File: src/mcw_pkg.sv
// package for the minimum covering window block
// shared types, codes and size constants; no dependencies
package mcw_pkg;

  localparam int TEXT_MAX    = 4096;
  localparam int PAT_MAX     = 64;
  localparam int TEXT_AW     = $clog2(TEXT_MAX);
  localparam int IDX_W       = $clog2(TEXT_MAX + 1);
  localparam int NEED_W      = $clog2(PAT_MAX + 1);
  localparam int HAVE_W      = $clog2(TEXT_MAX + 1);
  localparam int CNT_W       = NEED_W + HAVE_W;
  localparam int SYM_W       = 8;
  localparam int SYM_N       = 256;
  localparam int DIST_W      = 9;
  localparam int START_W     = 12;
  localparam int LEN_W       = 13;
  localparam int QUEUE_DEPTH = 4;
  localparam int Q_AW        = $clog2(QUEUE_DEPTH);

  localparam logic [1:0] FUNC_PAT  = 2'd0;
  localparam logic [1:0] FUNC_TEXT = 2'd1;
  localparam logic [1:0] FUNC_END  = 2'd2;

  typedef enum logic [1:0] {
    OP_PAT,
    OP_TEXT,
    OP_END
  } op_t;

  typedef struct packed {
    op_t              op;
    logic [SYM_W-1:0] sym;
  } cmd_t;

  typedef enum logic [2:0] {
    ST_IDLE,
    ST_PAT_UPD,
    ST_TXT_UPD,
    ST_CHECK,
    ST_LREAD,
    ST_LUPD
  } state_t;

endpackage

File: src/mcw_queue.sv
// short command queue between front end and back end
// depends on mcw_pkg
module mcw_queue (
  input  logic          clk,
  input  logic          rst_n,
  input  logic          push,
  input  mcw_pkg::cmd_t push_cmd,
  output logic          full,
  input  logic          pop,
  output mcw_pkg::cmd_t head_cmd,
  output logic          not_empty
);
  import mcw_pkg::*;

  cmd_t            q_r [QUEUE_DEPTH];
  logic [Q_AW-1:0] wr_ptr_r, wr_ptr_nxt;
  logic [Q_AW-1:0] rd_ptr_r, rd_ptr_nxt;
  logic [Q_AW:0]   cnt_r, cnt_nxt;

  assign full      = cnt_r == (Q_AW+1)'(QUEUE_DEPTH);
  assign not_empty = cnt_r != '0;
  assign head_cmd  = q_r[rd_ptr_r];

  always_comb begin
    wr_ptr_nxt = wr_ptr_r;
    rd_ptr_nxt = rd_ptr_r;
    cnt_nxt    = cnt_r;
    if (push) begin
      wr_ptr_nxt = wr_ptr_r + 1'b1;
    end
    if (pop) begin
      rd_ptr_nxt = rd_ptr_r + 1'b1;
    end
    if (push && !pop) begin
      cnt_nxt = cnt_r + 1'b1;
    end else if (pop && !push) begin
      cnt_nxt = cnt_r - 1'b1;
    end
  end

  always_ff @(posedge clk) begin
    if (!rst_n) begin
      wr_ptr_r <= '0;
      rd_ptr_r <= '0;
      cnt_r    <= '0;
    end else begin
      wr_ptr_r <= wr_ptr_nxt;
      rd_ptr_r <= rd_ptr_nxt;
      cnt_r    <= cnt_nxt;
    end
  end

  always_ff @(posedge clk) begin
    if (push) begin
      q_r[wr_ptr_r] <= push_cmd;
    end
  end

endmodule

File: config.mk
export PLATFORM = sky130hd
export DESIGN_NAME = mcw_queue
export DESIGN_NICKNAME = d
export VERILOG_FILES = /design/src/mcw_pkg.sv /design/src/mcw_queue.sv
export SDC_FILE = /design/constraint.sdc
export NUM_CORES = 1
export LEC_CHECK = 0
export BUFFER_PORTS_ARGS = -buffer_cell sky130_fd_sc_hd__buf_2
export CAP_MARGIN = 20
export CORE_UTILIZATION = 45
export DETAILED_ROUTE_END_ITERATION = 10
export PLACE_DENSITY = 0.74
export RECOVER_POWER = 50
export SLEW_MARGIN = 40
export SYNTH_ARGS = -nofsm -noshare
export SYNTH_HDL_FRONTEND = slang
export SYNTH_SLANG_ARGS = --single-unit
File: constraint.sdc
create_clock -name clk -period 2.1 [get_ports clk]
set_clock_uncertainty 0.1 [all_clocks]
set_input_delay 0.315 -clock clk [delete_from_list [all_inputs] [get_ports clk]]
set_output_delay 0.315 -clock clk [all_outputs]
set_load 0.1 [all_outputs]
# Yosys cells after proc, flatten, opt, wreduce, memory -nomap -nowiden
# Memory sizes are Yosys's and may differ from the RTL's. A register that Yosys moved wholly into a read port is not among the register bits.
# Cells that the tools add are included.
# totals
ff_bits,7
latchBits,0
mem_bits_rw,40
rom_bits,0
input_bits,14
out_inout_bits,12
word_cells,21
mem_count,1
# mem_list
memory,words,width,rd,rd_clocked_by_memory_dff,wr,line,text
q_r,4,10,1,1,1,mcw_queue.sv:15,cmd_t q_r [QUEUE_DEPTH];
# op_classes
addsub,4
mul,0
div,0
order_cmp,0
eq_ne,1
shift,0
n_mux,6
n_bitwise,0
reduce_logical,6
# op_table
op,count
$mux 3,2
$add 2x1->2 const B,2
$mux 2,2
$add 3x1->3 const B,1
$eq 3x3->1 const B,1
$reduce_bool 3->1,1
$sub 3x1->3 const B,1
$logic_and 1x1->1,2
$logic_not 1->1,2
$mux 1,2
$reduce_bool 2->1,1

# Logic depth before layout (Yosys ltp)
# Gate-level depths: netlist (run 1).
# depth
word_depth,4
ltp_mapped,7
mapped_depth_nobuf,7

# Worst setup path after synthesis (run 1)
# OpenSTA, ideal clock, no wires.
# synth_timing
kind,reg-to-output
start,register cnt_r[0]
end,output port full
arrival_ps,2549
t_required_ps,1685
setup_slack_ps,-864
stages_incl_launch_ff,2
path_cell_list,dfxtp_1 > nor3b_1
# synth_via
elab_chain_cells,1
# synth_rtl
item,line,text
from (decl),mcw_queue.sv:18,"logic [Q_AW:0] cnt_r, cnt_nxt;"
from (signal assigned),mcw_queue.sv:49,cnt_r <= cnt_nxt;
$eq 3x3->1,mcw_queue.sv:20,assign full = cnt_r == (Q_AW+1)'(QUEUE_DEPTH);
to (decl),mcw_queue.sv:8,"output logic full,"
# Every way passes these cells.

==> flow_metrics.py, run 1 <==
metrics = {
    "pwr": {
        "p_sw_uw": 702.3,
        "p_int_uw": 1592,
        "p_comb_frac": 0.226,
        "worst_ir_drop_vdd_mv": 0.7739,
        "powerDensity_nw_per_um2": 1042,
        "p_sw_frac": 0.3062,
        "clock_power_share": 0.278,
        "cellLeakagePower_uw": 0.0007665,
        "pwr-share-seq": 0.496,
    },
    "setup_path": {
        "cp.required_ns": 1.68,
        "cp.arrival_ns": 1.63,
        "reg2reg_from": "cnt_r[0]",
        "path_class": "flop to output port",
        "worstSetupEndpointType": "output port",
        "r2r_cells": 4,
        "r2r_slack_ns": 0.52,
        "critPathLaunchType": "flop",
        "cp_max_fo": 10,
        "reg2reg_to": "cnt_r[2]",
    },
    "clocking": {
        "clockRootBuffer": "clkbuf_8",
        "cts_inserted_buffers": 5,
        "clock_latency_ns": 0.29,
        "cts.htree.levels": 2,
        "cts_setup_buffers": 0,
        "cts_buffer_depth": 2,
        "clk_transition_reported_paths_ns": 0.09,
        "numClockSinks": 49,
        "cts_tree": "yes",
    },
    "sta": {
        "final-hold-violation-count": 0,
        "fin_setup_tns_ns": 0,
        "period_needed_ns": 2.041,
        "maxSlewHeadroom": 0.6480,
        "final_max_slew_viol_count": 0,
        "grt_setup_unrepaired": "false",
        "tightest_slew_ns": 0.5280,
        "setup_viol": 0,
        "max_freq_mhz": 489.9,
        "timing.final.crit_share": 0.9720,
        "holdWs_ns": 0.1778,
    },
    "yosys": {
        "synth_compound_area_frac": 0.006623,
        "ys_ff_latch": 49,
        "synth_fa_ha_area_frac": 0.04371,
        "seq_area_frac_synth": 0.7311,
        "yosysUniqueCellTypes": 18,
        "syn_inst": 95,
        "postSynthAreaPerCell_um2": 19.89,
        "synth_xor_area_frac": 0.02318,
        "synth_mux_area_frac": 0.1298,
        "synth_nets": 115,
        "async_flop_share": 0,
        "synth_simple_gate_area_frac": 0.04901,
        "synth-edff-count": 40,
        "ys.warnings.count": 0,
        "synth_area_um2": 1889,
        "synth_flop_cell": "edfxtp_1",
        "synth_top_family_by_area": "multiplexers",
    },
    "grt": {
        "grt_pass1_wl_um": 4574,
        "overflow": 0,
        "grt_antenna_before_repair": 0,
        "grt_max_degree": 16,
        "grt.total_usage": 0.1507,
        "grt_pass1_vias": 957,
    },
    "route": {
        "avgViaCountPerCell": 4.966,
        "post-route-drc-count": 0,
        "first_pass_iters": 4,
        "detail_route.wl_per_cell_um": 15.53,
        "drtIter0Drc": 52,
        "postRouteAntennaNets": 0,
        "vias": 884,
        "drt-total-wl_um": 2765,
    },
    "run_status": {
        "status": "finished clean",
    },
    "placed_design": {
        "place.gp.congestion": 0.6819,
        "hpwlAfterDp_um": 1899,
        "port_buffers": 25,
    },
    "hold_path": {
        "hold_depth": 1,
        "hold_path_class": "input pin to flop",
        "min_from": "push_cmd[4]",
        "worstHoldEndpoint": "q_r[0][4]",
    },
    "job": {
        "drv_cap": 0,
    },
    "floorplanning": {
        "die-area_um2": 4462,
        "io_pins": 26,
        "core_um2": 4029,
        "rows": 23,
        "initial_core_util": 0.4689,
        "dieWidth_um": 66.80,
        "die_h_um": 66.80,
    },
    "cells_and_area": {
        "fillers": 333,
        "multiInputGateArea_um2": 481.7,
        "drive_above_1_share": 0.2656,
        "n_antenna_cell": 0,
        "regArea_um2": 1381,
        "final_nets": 147,
        "area_delta_synth_final_pct": 16.56,
    },
}
## metrics by stage
stage | area (µm²) | instances | setup slack, ns | util | power (µW)
after global routing | 2202 | 178 | 0.0001967 | 0.5466 | 2390
after detailed placement | 2093 | 170 | 0.2031 | 0.5196 | 1682
after CTS | 2203 | 178 | 0.02799 | 0.5469 | 2311
after global placement | 2093 | 170 | 0.2719 | 0.5196 | 1668
after floorplan | 1894 | 95 | 0.1207 | - | 1587
final | 2202 | 178 | 0.05881 | 0.5466 | 2294
## layout make-up
| type | instances | share of cell area |
|---|---|---|
| Clock buffer | 5 | 0.03125 |
| Clock inverter | 3 | 0.01875 |
| Inverter | 4 | 0.006818 |
| Multi-Input combinational cell | 40 | 0.2188 |
| Sequential cell | 49 | 0.6273 |
| Tap cell | 50 | 0.02841 |
| Timing Repair Buffer | 27 | 0.06875 |
## metal layers
layer	global-route usage	vias up	routed length (µm)
met1	0.1619	430	1063
met5	0	-	0
met4	0.05585	0	42
met2	0.2677	29	1480
li1	-	421	-
met3	0.05479	4	177
## cells by family (layout without fill, tap and decap cells)
group           after synthesis  count (layout)
mux                          12              12
buf+inv                       6              39
simple gates                 15              15
xor+xnor                      5               5
compound gates                2               2
flops                        49              49
fa+ha+maj                     6               6
## synthesized netlist by cell type (2+ instances only)
master	n	area share
edfxtp_1	40	0.64
mux4_2	10	0.12
and2_1	9	0.030
dfxtp_1	9	0.095
ha_1	5	0.033
inv_1	4	0.0079
xor2_1	3	0.014
mux2i_1	2	0.011
nor2b_1	2	0.0066
or3_1	2	0.0066
xnor2_1	2	0.0093
## registers in the layout, indices dropped and copies added, names as in the netlist, named ones only
name / count
q_r: 40
cnt_r: 3
wr_ptr_r: 2
rd_ptr_r: 2
## cell usage in the layout (no fill, tap or decap), drive strengths merged
cell and count:
a21boi 1, and2 9, buf 11, bufinv 1, clkbuf 21, clkinv 1, clkinvlp 1, dfxtp 9
edfxtp 40, fa 1, ha 5, inv 4, mux2i 2, mux4 10, nand2 1, nor2b 2
nor3b 1, o21ai 1, or3 2, xnor2 2, xor2 3
## power by group through the flow
stage	logic, µW	registers [µW]	clock network (µW)
after floorplan	436	1150	0
final	519	1140	637
after global routing	551	1150	694
after detailed placement	520	1160	0
after global placement	512	1160	0
after CTS	521	1140	650
## how the worst max path moves through the flow
stage | slack [ns] | start | cells past startpoint | endpoint
detailed placement | 0.20 | push | 7 | cnt_r[2]
CTS | 0.03 | flop | 3 | head_cmd[0]
finish | 0.06 | flop | 3 | head_cmd[0]
floorplan | 0.12 | cnt_r[1] | 1 | full
global route | 0.0002 | flop | 3 | head_cmd[7]
global placement | 0.27 | push | 7 | cnt_r[2]
## timing repair
action / in CTS / in global routing
hold buffers: 0 / 0
gates resized for setup: 0 / 5
setup endpoints to repair: 0 / 5
## worst max-delay path, cell delays in order, from the launching register on
cell	delay, ns
dfxtp_1	0.36
buf_12	0.16
mux4_2	0.51
clkbuf_4	0.30
Note: power is estimated with default switching activity, not from simulation.
==> run 2: changes to the inputs <==
==> constraint.sdc (replaced) <==
create_clock -name clk -period 2.55 [get_ports clk]
set_clock_uncertainty 0.1 [all_clocks]
set_input_delay 0.3825 -clock clk [delete_from_list [all_inputs] [get_ports clk]]
set_output_delay 0.3825 -clock clk [all_outputs]
set_load 0.1 [all_outputs]
==> flow_metrics.py, run 2 (synthesis results as in run 1) <==
metrics = {
    "hold_path": {
        "hold_depth": 1,
        "hold_path_class": "input pin to flop",
    },
    "clocking": {
        "numClockSinks": 49,
        "cts_buffer_depth": 2,
        "cts_inserted_buffers": 5,
        "clockRootBuffer": "clkbuf_8",
        "cts_tree": "yes",
        "cts.htree.levels": 2,
        "cts_resized": 0,
        "clk_transition_reported_paths_ns": 0.08,
        "clock_latency_ns": 0.29,
        "cts_setup_buffers": 0,
        "postCtsHoldBufs": 0,
    },
    "pwr": {
        "cellLeakagePower_uw": 0.0007535,
        "worst_ir_drop_vdd_mv": 0.4542,
        "p_sw_uw": 576.8,
        "clock_power_share": 0.279,
        "p_int_uw": 1300,
        "pwr-share-seq": 0.501,
        "p_comb_frac": 0.220,
        "powerDensity_nw_per_um2": 866.7,
        "p_sw_frac": 0.3073,
    },
    "grt": {
        "grt_pass1_wl_um": 4912,
        "grt_pass1_vias": 984,
        "grt_max_degree": 15,
        "grt_antenna_before_repair": 0,
        "grt.total_usage": 0.1589,
        "overflow": 0,
    },
    "route": {
        "drtIter0Drc": 68,
        "postRouteAntennaNets": 0,
        "first_pass_iters": 4,
        "drt-total-wl_um": 2853,
        "avgViaCountPerCell": 5.056,
        "vias": 895,
        "post-route-drc-count": 0,
        "detail_route.wl_per_cell_um": 16.12,
    },
    "cells_and_area": {
        "final_cell_mix": "40 x edfxtp_1, 14 x buf_2, 12 x clkbuf_1",
        "n_antenna_cell": 0,
        "largest_register_ffs": 40,
        "area_delta_synth_final_pct": 14.64,
        "top_register": "q_r",
        "final_common_cell": "edfxtp_1",
        "reg_top3": "q_r: 40 flops, cnt_r: 3 flops",
        "fin_cells": 177,
        "drive_above_1_share": 0.2520,
        "final_nets": 146,
        "fin_area_um2": 2166,
    },
    "job": {
        "drv_cap": 0,
    },
    "sta": {
        "fin_setup_tns_ns": 0,
        "final-hold-violation-count": 0,
        "max_freq_mhz": 463.1,
        "setup_viol": 0,
        "grt_setup_unrepaired": "false",
        "tightest_slew_ns": 0.7302,
        "timing.final.crit_share": 0.8469,
        "final_max_slew_viol_count": 0,
        "period_needed_ns": 2.160,
        "maxSlewHeadroom": 0.5129,
    },
    "setup_path": {
        "critPathLaunchType": "flop",
        "r2r_cells": 4,
        "cp_max_fo": 10,
        "cp.required_ns": 2.07,
        "cp.arrival_ns": 1.68,
        "path_class": "flop to output port",
        "worstSetupEndpointType": "output port",
    },
    "placed_design": {
        "placed_area_um2": 2073,
        "hpwlAfterDp_um": 1941,
        "place.gp.congestion": 0.7177,
        "port_buffers": 25,
        "placed_cells": 169,
    },
    "floorplanning": {
        "io_pins": 26,
        "dieWidth_um": 66.80,
        "die_h_um": 66.80,
        "core_um2": 4029,
        "rows": 23,
        "initial_core_util": 0.4689,
        "die-area_um2": 4462,
    },
    "run_status": {
        "status": "finished clean",
    },
}
-- run 2: cell count changes in the layout (fill, tap and decap cells not counted) --
cell | previous run | this run
and2_1 | 6 | 4
clkbuf_4 | 5 | 0
clkinvlp_4 | 1 | 0
clkbuf_1 | 11 | 12
buf_12 | 1 | 0
buf_2 | 9 | 14
and2_0 | 3 | 5
-- run 2: final timing paths --
check                            startpoint     endpoint  slack (ns)
worst min register to register     cnt_r[2]     cnt_r[2]        0.44
worst max register to register     cnt_r[0]     cnt_r[2]        0.94
worst max-delay path                   flop  head_cmd[0]        0.39
worst min-delay path            push_cmd[8]    q_r[3][8]        0.25
-- run 2: power by group through the flow --
stage	clock network, µW	registers, µW	logic [µW]
floorplan	0	949	359
global placement	0	956	411
detailed placement	0	961	418
CTS	535	943	420
global route	566	949	436
finish	523	941	413
-- run 2: critical path, stage by stage (launching register included) --
cell	delay [ns]
dfxtp_1	0.31
buf_4	0.23
mux4_2	0.54
buf_2	0.31
-- run 2: layout make-up --
| type | instances | area (µm²) |
|---|---|---|
| clock inverters | 2 | 33.78 |
| multi-input cells | 40 | 481.7 |
| inverters | 4 | 15.01 |
| flip-flops and latches | 49 | 1381 |
| repair buffers | 26 | 118.9 |
| clock buffers | 6 | 72.57 |
| fillers | 350 | 1863 |
| well taps | 50 | 62.56 |
-- run 2: layer usage --
| layer | routed length (µm) | GRT usage |
|---|---|---|
| met1 | 1234 | 0.1931 |
| met4 | 18 | 0.03989 |
| met5 | 0 | 0 |
| met2 | 1483 | 0.2702 |
| met3 | 116 | 0.05308 |
-- run 2: stage by stage --
| stage | power, µW | util | hold WS (ns) | setup WS [ns] |
|---|---|---|---|---|
| floorplan | 1307 | - | 0.3592 | 0.5032 |
| global placement | 1367 | 0.5146 | 0.3684 | 0.6560 |
| detailed placement | 1379 | 0.5146 | 0.4374 | 0.5316 |
| CTS | 1898 | 0.5410 | 0.1931 | 0.3601 |
| global route | 1951 | 0.5376 | 0.2430 | 0.2888 |
| finish | 1877 | 0.5376 | 0.2486 | 0.3904 |
