**config.mk**
```make
export PLATFORM = sky130hd
export DESIGN_NAME = mcw_front
export DESIGN_NICKNAME = d
export VERILOG_FILES = /design/src/mcw_pkg.sv /design/src/mcw_front.sv
export SDC_FILE = /design/constraint.sdc
export NUM_CORES = 1
export LEC_CHECK = 0
export BUFFER_PORTS_ARGS = -buffer_cell sky130_fd_sc_hd__buf_2
export CORE_AREA = 2 2 39 41
export DETAILED_ROUTE_END_ITERATION = 10
export DIE_AREA = 0 0 41 43
export HOLD_SLACK_MARGIN = 0.03
export PLACE_DENSITY_LB_ADDON = 0.08
export SLEW_MARGIN = 20
export SYNTH_ARGS = -nofsm -noshare
export SYNTH_HDL_FRONTEND = slang
export SYNTH_SLANG_ARGS = --single-unit
```
**constraint.sdc**
```tcl
create_clock -name clk -period 1.5 [get_ports clk]
set_input_delay 0.225 -clock clk [delete_from_list [all_inputs] [get_ports clk]]
set_output_delay 0.225 -clock clk [all_outputs]
set_load 0.02 [all_outputs]
```
**src/mcw_pkg.sv**
```systemverilog
// package for the minimum covering window block
// shared types, codes and size constants; no dependencies
package mcw_pkg;

  localparam int TEXT_MAX    = 4096;
  localparam int PAT_MAX     = 64;
  localparam int TEXT_AW     = $clog2(TEXT_MAX);
  localparam int IDX_W       = $clog2(TEXT_MAX + 1);
  localparam int NEED_W      = $clog2(PAT_MAX + 1);
  localparam int HAVE_W      = $clog2(TEXT_MAX + 1);
  localparam int CNT_W       = NEED_W + HAVE_W;
  localparam int SYM_W       = 8;
  localparam int SYM_N       = 256;
  localparam int DIST_W      = 9;
  localparam int START_W     = 12;
  localparam int LEN_W       = 13;
  localparam int QUEUE_DEPTH = 4;
  localparam int Q_AW        = $clog2(QUEUE_DEPTH);

  localparam logic [1:0] FUNC_PAT  = 2'd0;
  localparam logic [1:0] FUNC_TEXT = 2'd1;
  localparam logic [1:0] FUNC_END  = 2'd2;

  typedef enum logic [1:0] {
    OP_PAT,
    OP_TEXT,
    OP_END
  } op_t;

  typedef struct packed {
    op_t              op;
    logic [SYM_W-1:0] sym;
  } cmd_t;

  typedef enum logic [2:0] {
    ST_IDLE,
    ST_PAT_UPD,
    ST_TXT_UPD,
    ST_CHECK,
    ST_LREAD,
    ST_LUPD
  } state_t;

endpackage

```
**src/mcw_front.sv**
```systemverilog
// front end: takes input transfers, decodes func into a command, drops unused codes
// depends on mcw_pkg
module mcw_front (
  input  logic                    clk,
  input  logic                    rst_n,
  input  logic                    in_tvalid,
  output logic                    in_tready,
  input  logic [7:0]              in_tdata,
  input  logic [1:0]              in_tuser,
  output logic                    push,
  output mcw_pkg::cmd_t           push_cmd,
  input  logic                    q_full
);
  import mcw_pkg::*;

  logic fv_r, fv_nxt;
  cmd_t cmd_r, cmd_nxt;
  cmd_t dec;
  logic keep;

  always_comb begin
    dec.sym = in_tdata[SYM_W-1:0];
    dec.op  = OP_PAT;
    keep    = 1'b1;
    case (in_tuser)
      FUNC_PAT:  dec.op = OP_PAT;
      FUNC_TEXT: dec.op = OP_TEXT;
      FUNC_END:  dec.op = OP_END;
      default:   keep = 1'b0;
    endcase
  end

  assign in_tready = !fv_r || !q_full;
  assign push      = fv_r && !q_full;
  assign push_cmd  = cmd_r;

  always_comb begin
    fv_nxt  = fv_r;
    cmd_nxt = cmd_r;
    if (push) begin
      fv_nxt = 1'b0;
    end
    if (in_tvalid && in_tready && keep) begin
      fv_nxt  = 1'b1;
      cmd_nxt = dec;
    end
  end

  always_ff @(posedge clk) begin
    if (!rst_n) begin
      fv_r <= 1'b0;
    end else begin
      fv_r <= fv_nxt;
    end
  end

  always_ff @(posedge clk) begin
    cmd_r <= cmd_nxt;
  end

endmodule

```
# After elaboration in Yosys (flattened, before gate mapping)
# Cells that the tools add are included.
dict set report op_classes {
  n_shift 0
  magnitude_cmp 0
  n_reduce_logical 9
  bitwise_logic 0
  mux 4
  n_mul 0
  n_addsub 0
  div_mod_pow 0
  n_eq_ne 2
}
# cell count
set op_table {}
lappend op_table {{2-bit one-hot mux with 2 select lines} 1}
lappend op_table {{1-bit logical AND} 3}
lappend op_table {{1-bit 2-to-1 mux} 3}
lappend op_table {{3-bit OR reduction} 1}
lappend op_table {{2-bit by 1-bit equality test with 1-bit output, second input constant} 1}
lappend op_table {{2-bit equality test, second input constant} 1}
lappend op_table {{1-bit logical NOT} 2}
lappend op_table {{2-bit logical NOT} 1}
lappend op_table {{2-bit nonzero test} 1}
lappend op_table {{1-bit logical OR} 1}
dict set report totals {
  ram_bits 0
  mem_bits_ro 0
  ff_bits 11
  input_bits 14
  wordCells 18
  mem_count 0
  latchBits 0
  out_inout_bits 12
}

# Depth between registers and ports, before layout
# Gate-level depths: netlist of run 1.
dict set report logic_depth {
  word_depth 5
  mapped_depth 2
  mapped_depth_nobuf 2
}

# Worst setup path after synthesis of run 1
# Ideal clock, no wire load.
dict set report synth_timing {
  path_kind {reg2reg}
  startpoint {register fv_r}
  endpoint {register cmd_r (netlist bit push_cmd[0]) (enable)}
  setup_ns 0.343
  stages_incl_launch_ff 3
  t_required_ns 1.157
  path_slack_ns 0.306
  path_buffers 0
  synth_period_minus_slack_ns 1.194
  t_arrival_ns 0.851
  path_cell_list {dfxtp_1 nand2_1 and3_1}
}
dict set report synth_via {
  elab_chain_len 4
}
# element line
set synth_lines {}
lappend synth_lines {{start: declaration} mcw_front.sv:16} ;# logic fv_r, fv_nxt;
lappend synth_lines {{start signal: assignment} mcw_front.sv:53} ;# fv_r <= fv_nxt;
lappend synth_lines {{1-bit logical NOT} mcw_front.sv:33} ;# assign in_tready = !fv_r || !q_full;
lappend synth_lines {{1-bit logical OR} mcw_front.sv:33}
lappend synth_lines {{via in_tready} mcw_front.sv:7} ;# output logic in_tready,
lappend synth_lines {{1-bit logical AND (2 in series)} mcw_front.sv:43} ;# if (in_tvalid && in_tready && keep) begin
lappend synth_lines {{end signal: assignment} mcw_front.sv:58} ;# cmd_r <= cmd_nxt;
lappend synth_lines {{end: declaration} mcw_front.sv:17} ;# cmd_t cmd_r, cmd_nxt;
# The timed path passes the listed nets, and every way through them passes these cells.
# A chain may end at the register's enable or synchronous reset.

# Worst setup path after layout of run 1
dict set report layout_timing {
  startpoint {register fv_r}
  endpoint {register cmd_r (netlist bit push_cmd[1]) (enable)}
}
dict set report layout_via {
  elab_chain_len 4
}
# element line
set layout_lines {}
lappend layout_lines {{1-bit logical NOT} mcw_front.sv:33}
lappend layout_lines {{1-bit logical OR} mcw_front.sv:33}
lappend layout_lines {{1-bit logical AND (2 in series)} mcw_front.sv:43}
# No other way between the ends.

==> results of run 1 <==
worst min path at each step:
stage,from,end,cells past startpoint
after floorplan,in_tdata[0],push_cmd[0]$_DFFE_PP_,0
after global placement,in_tdata[3],push_cmd[3]$_DFFE_PP_,1
after detailed placement,in_tdata[2],push_cmd[2]$_DFFE_PP_,1
after CTS,in_tdata[0],push_cmd[0]$_DFFE_PP_,1
after global routing,in_tdata[2],push_cmd[2]$_DFFE_PP_,1
final,in_tdata[0],push_cmd[0]$_DFFE_PP_,1
worst reg2reg max path: cells and delay by family (launching register included):
kind / cells / cell delay (ps)
simple gates: 2 / 490
flops: 1 / 320
area by class of cell:
cell class | count | area share
Multi-Input combinational cell | 8 | 0.0903
Timing Repair Buffer | 25 | 0.231
Tap cell | 16 | 0.0370
Clock buffer | 4 | 0.0486
Sequential cell | 11 | 0.593
logic make-up (layout without fill, tap and decap cells):
| kind of cell | after synthesis | count (layout) | share of synthesized area |
|---|---|---|---|
| and+or+nand+nor | 7 | 7 | 0.108 |
| buffers and inverters | 0 | 29 | 0 |
| DFF | 11 | 11 | 0.868 |
| AOI/OAI and AO/OA | 1 | 1 | 0.0237 |
per-layer routing:
| layer | up-vias | track usage | part of all wire |
|---|---|---|---|
| li1 | 131 | - | - |
| met5 | - | 0 | 0 |
| met1 | 119 | 0.0680 | 0.31 |
| met4 | 0 | 0.0600 | 0 |
| met3 | 0 | 0.0628 | 0.13 |
| met2 | 16 | 0.125 | 0.56 |
synthesized netlist by cell type (all sizes together):
cell type / number / area share
nor2b: 2 / 0.034
edfxtp: 10 / 0.81
dfxtp: 1 / 0.054
and2b: 1 / 0.020
a31o: 1 / 0.024
nand2: 2 / 0.020
and3: 2 / 0.034
placed cells by master (no fill, tap or decap):
master / instances
a31o_1: 1
and2b_1: 1
and3_1: 2
buf_2: 25
clkbuf_1: 1
clkbuf_4: 3
dfxtp_1: 1
edfxtp_1: 10
nand2_1: 2
nor2b_1: 2
report_power, final:
group          internal [uW]  leakage [uW]  switching (uW)
Combinational           29.0      0.000125            43.8
Sequential               356      0.000104            4.26
Clock                    103     0.0000150            89.0
Total                    488      0.000244             137
flip-flops by register name, indices dropped and copies added, names as in the netlist:
register	flops
fv_r	1
push_cmd	10
stage by stage:
step,total power [uW],instances
floorplan,405,19
global placement,440,60
detailed placement,442,60
CTS,634,64
global route,658,64
finish,625,64
==> impl_metrics.py, run 1 <==
metrics = {
    "cts": {
        "cts_made_buffers": 3,
        "ctsResizeCount": 0,
        "postCtsSetupBuffers": 0,
        "root_buffer": "clkbuf_4",
        "cts.htree.levels": 1,
        "clockBufferDepth": 2,
        "clk_latency_ps": 260,
        "clk_pin_slew_ps": 70,
        "clock-sinks": 11,
        "ctsHoldBuffers": 0,
        "cts_tree": "done",
    },
    "cells_and_area": {
        "fin_nets": 63,
        "drive_gt1_frac": 0.583,
        "fin_util": 0.391,
        "antennaDiodeCount": 0,
        "seq_area_um2": 320,
        "multi_input_area_um2": 48.8,
        "area_growth_pct": 46.4,
        "final_area_um2": 541,
        "nFillCells": 148,
    },
    "sta": {
        "fin_crit_ps": 1160,
        "setup_viol": 0,
        "holdWs_ps": 138,
        "slew_headroom": 0.715,
        "rsz0062_at_grt": "no",
        "timing.fmax_ghz": 0.861,
        "fin_crit_sh": 0.775,
        "skew_ps": 1.64,
        "fin_setup_tns_ps": 0,
        "worstMarginPinSlew_ps": 428,
        "slew_viol_final": 0,
        "fin_ws_ps": 338,
        "hold_viol": 0,
    },
    "grt": {
        "antenna_found_initial": 0,
        "grt_pass1_wl_um": 883,
        "track_usage": 0.0827,
        "grt_pass1_vias": 245,
        "grt_max_degree": 11,
        "grt.overflow.total": 0,
    },
    "worst_setup_path": {
        "crit_type": "reg -> reg",
        "crit_start": "fv_r$_SDFFE_PN0P_",
        "cp.depth": 2,
        "setup.worst_path.end_class": "flip-flop",
        "crit_buf_inv": 0,
        "worstPathRequired_ps": 1410,
        "r2r_setup_slack_ps": 340,
        "startpoint_type": "flip-flop",
        "arrival_ps": 1080,
        "cp_top_family": "simple AND/OR/NAND/NOR gates",
        "r2r_end": "push_cmd[1]$_DFFE_PP_",
        "path_max_fanout": 10,
        "cpPeakStageDelay_ps": 420,
        "cpMaxStageDelayCell": "and3_1",
        "path_cells": "nand2_1 -> and3_1",
        "worstReg2RegStart": "fv_r$_SDFFE_PN0P_",
        "reg2reg_depth": 2,
        "crit_path_end": "push_cmd[1]$_DFFE_PP_",
    },
    "place": {
        "post-place-ws_ps": 280,
        "gp_congestion": 0.572,
        "postPlaceCellArea_um2": 514,
        "dp_hpwl_um": 508,
        "io_buffers": 25,
    },
    "synth": {
        "synthesis.area_um2": 369,
        "yosysSeqAreaShare": 0.868,
        "syn_nets": 33,
        "yosys_warnings": 0,
        "synth_seq_cells": 11,
        "post_synth.cell_area_avg_um2": 19.4,
        "synth.distinct_cells": 7,
        "synth_cells": 19,
    },
    "floorplanning": {
        "initial_core_util": 0.267,
        "ioPinCount": 26,
        "num_rows": 14,
        "die-area_um2": 1760,
        "core-area_um2": 1380,
        "die_h_um": 43,
        "fp.dieW_um": 41,
    },
    "power": {
        "peakVddDrop_v": 0.000548,
        "p_leak_uw": 0.000244,
        "p_per_area_nw_per_um2": 1160,
    },
    "detailed_routing": {
        "ant_nets": 0,
        "wl_per_cell_um": 9.61,
        "via_per_inst": 4.16,
        "remaining_drc_errors": 0,
        "drtIter0Drc": 3,
        "vias": 266,
        "routed_wl_um": 615,
        "dr.pass1.iters": 2,
    },
    "run_status": {
        "status": "finished clean",
    },
    "worst_hold_path": {
        "hold_path_class": "in -> reg",
    },
    "run": {
        "maxCapViolCount": 0,
    },
}
No activity file was read; power rests on OpenSTA's default activity.
==> inputs of run 2 (changes only) <==
==> constraint.sdc (replaced) <==
create_clock -name clk -period 1.1 [get_ports clk]
set_input_delay 0.165 -clock clk [delete_from_list [all_inputs] [get_ports clk]]
set_output_delay 0.165 -clock clk [all_outputs]
set_load 0.02 [all_outputs]
==> run 2 against run 1 <==
Against the previous run: critical path depth did not move; count of clock-buffer cells in the layout unchanged; flip-flop and latch count unchanged; combinational power up 40%; register-to-register slack lost 270 ps; first-iteration DRC count unchanged; die area unchanged; sequential power increased by 36%; via count rose by 1.1%; global-route usage up 0.50 points; critical path type is now reg -> out; highest routed layer is now met4.
==> impl_metrics.py, run 2 (synthesis results as in run 1) <==
metrics = {
    "cts": {
        "clk_latency_ps": 260,
        "clockBufferDepth": 2,
        "postCtsSetupBuffers": 0,
        "clock-sinks": 11,
        "cts_tree": "done",
        "root_buffer": "clkbuf_4",
        "clk_pin_slew_ps": 60,
        "cts.htree.levels": 1,
        "cts_made_buffers": 3,
        "ctsHoldBuffers": 0,
        "ctsResizeCount": 0,
    },
    "cells_and_area": {
        "area_growth_pct": 46.8,
        "drive_gt1_frac": 0.604,
        "final_common_cell": "buf_2",
        "fin_nets": 63,
        "antennaDiodeCount": 0,
        "largest_reg_flops": 10,
        "final_cell_mix": "buf_2 (25), edfxtp_1 (10), clkbuf_4 (3), nand2_1 (2), nor2b_1 (2)",
    },
    "grt": {
        "grt.overflow.total": 0,
        "track_usage": 0.0878,
        "use_met3": 0.0314,
        "antenna_found_initial": 0,
        "busiest_layer": "met2",
        "grt_max_degree": 11,
        "grt_pass1_wl_um": 938,
        "grt_pass1_vias": 249,
        "grt.met2_usage": 0.128,
        "grt_use_met1": 0.0814,
    },
    "floorplanning": {
        "core-area_um2": 1380,
        "ioPinCount": 26,
        "die-area_um2": 1760,
        "die_h_um": 43,
        "num_rows": 14,
        "initial_core_util": 0.267,
        "fp.dieW_um": 41,
    },
    "power": {
        "pwr-share-seq": 0.577,
        "p_per_area_nw_per_um2": 1570,
        "combPwrFrac": 0.119,
        "internal_power_uw": 666,
        "clkPwrFrac": 0.304,
        "p_leak_uw": 0.000244,
        "swShare": 0.218,
        "net-switching-power_uw": 186,
        "peakVddDrop_v": 0.000602,
    },
    "detailed_routing": {
        "dr.pass1.iters": 2,
        "ant_nets": 0,
        "wl_per_cell_um": 10.4,
        "remaining_drc_errors": 0,
        "vias": 269,
        "via_per_inst": 4.20,
        "routed_wl_um": 665,
        "drtIter0Drc": 3,
    },
    "worst_setup_path": {
        "reg2reg_depth": 2,
        "crit_path_end": "push",
        "startpoint_type": "flip-flop",
        "worstPathRequired_ps": 940,
        "crit_type": "reg -> out",
        "cpMaxStageDelayCell": "dfxtp_1",
        "worstReg2RegStart": "fv_r$_SDFFE_PN0P_",
        "arrival_ps": 880,
        "path_max_fanout": 3,
        "crit_start": "fv_r$_SDFFE_PN0P_",
        "cpPeakStageDelay_ps": 350,
        "setup.worst_path.end_class": "output pin",
        "r2r_setup_slack_ps": 70,
        "r2r_end": "push_cmd[0]$_DFFE_PP_",
        "path_cells": "and2b_1 -> buf_2",
    },
    "worst_hold_path": {
        "holdCritStartpoint": "in_tdata[7]",
        "hold_path_class": "in -> reg",
    },
    "sta": {
        "slew_headroom": 0.844,
        "rsz0062_at_grt": "no",
        "setup_viol": 0,
        "slew_viol_final": 0,
        "worstMarginPinSlew_ps": 234,
        "fin_crit_ps": 1050,
        "fin_crit_sh": 0.950,
        "skew_ps": 1.54,
        "timing.fmax_ghz": 0.957,
        "hold_viol": 0,
        "fin_ws_ps": 54.8,
        "fin_setup_tns_ps": 0,
    },
    "run": {
        "maxCapViolCount": 0,
    },
    "run_status": {
        "status": "finished clean",
    },
    "place": {
        "io_buffers": 25,
        "gp_congestion": 0.610,
        "post-place-ws_ps": 65.6,
    },
}
## run 2: cell counts in the layout (fill, tap and decap cells not counted)
No cell type changed its count.
## run 2: through the flow
step	hold slack [ps]	util	std cells	instance area, um^2	total power [uW]
floorplan	264	-	19	370	553
global placement	342	0.373	60	515	600
detailed placement	346	0.373	60	515	605
CTS	70.7	0.392	64	542	870
global route	72.8	0.392	64	542	891
finish	80.2	0.392	64	542	852
## run 2: how the worst min path moves through the flow
stage / end / cells past startpoint / slack [ps]
global placement: push_cmd[4]$_DFFE_PP_ / 1 / 340
global route: push_cmd[7]$_DFFE_PP_ / 1 / 70
floorplan: push_cmd[0]$_DFFE_PP_ / 0 / 260
detailed placement: push_cmd[4]$_DFFE_PP_ / 1 / 350
CTS: push_cmd[4]$_DFFE_PP_ / 1 / 70
finish: push_cmd[7]$_DFFE_PP_ / 1 / 80
## run 2: cell type report
type                            instances  area, um^2
Fill cell                             150         842
Multi-Input combinational cell          8        50.0
Clock buffer                            4        26.3
Sequential cell                        11         320
Timing Repair Buffer                   25         125
Tap cell                               16        20.0
## run 2: worst max-delay path, delay by kind of cell, from the launching register on
kind	cells	cell delay (ps)
DFF	1	350
buffers and inverters	1	150
and+or+nand+nor	1	130
## run 2: power groups by stage
stage                     Combinational, uW  Sequential [uW]  Clock (uW)
after floorplan                        23.2              530           0
after detailed placement                104              501           0
after global routing                    111              494         286
final                                   102              491         259
after CTS                               104              492         274
after global placement                  100              500           0
## run 2: metal layers
layer / vias up / share of wire
li1: 130 / -
met1: 122 / 0.30
met2: 15 / 0.57
met3: 2 / 0.11
met4: 0 / 0.017
met5: - / 0
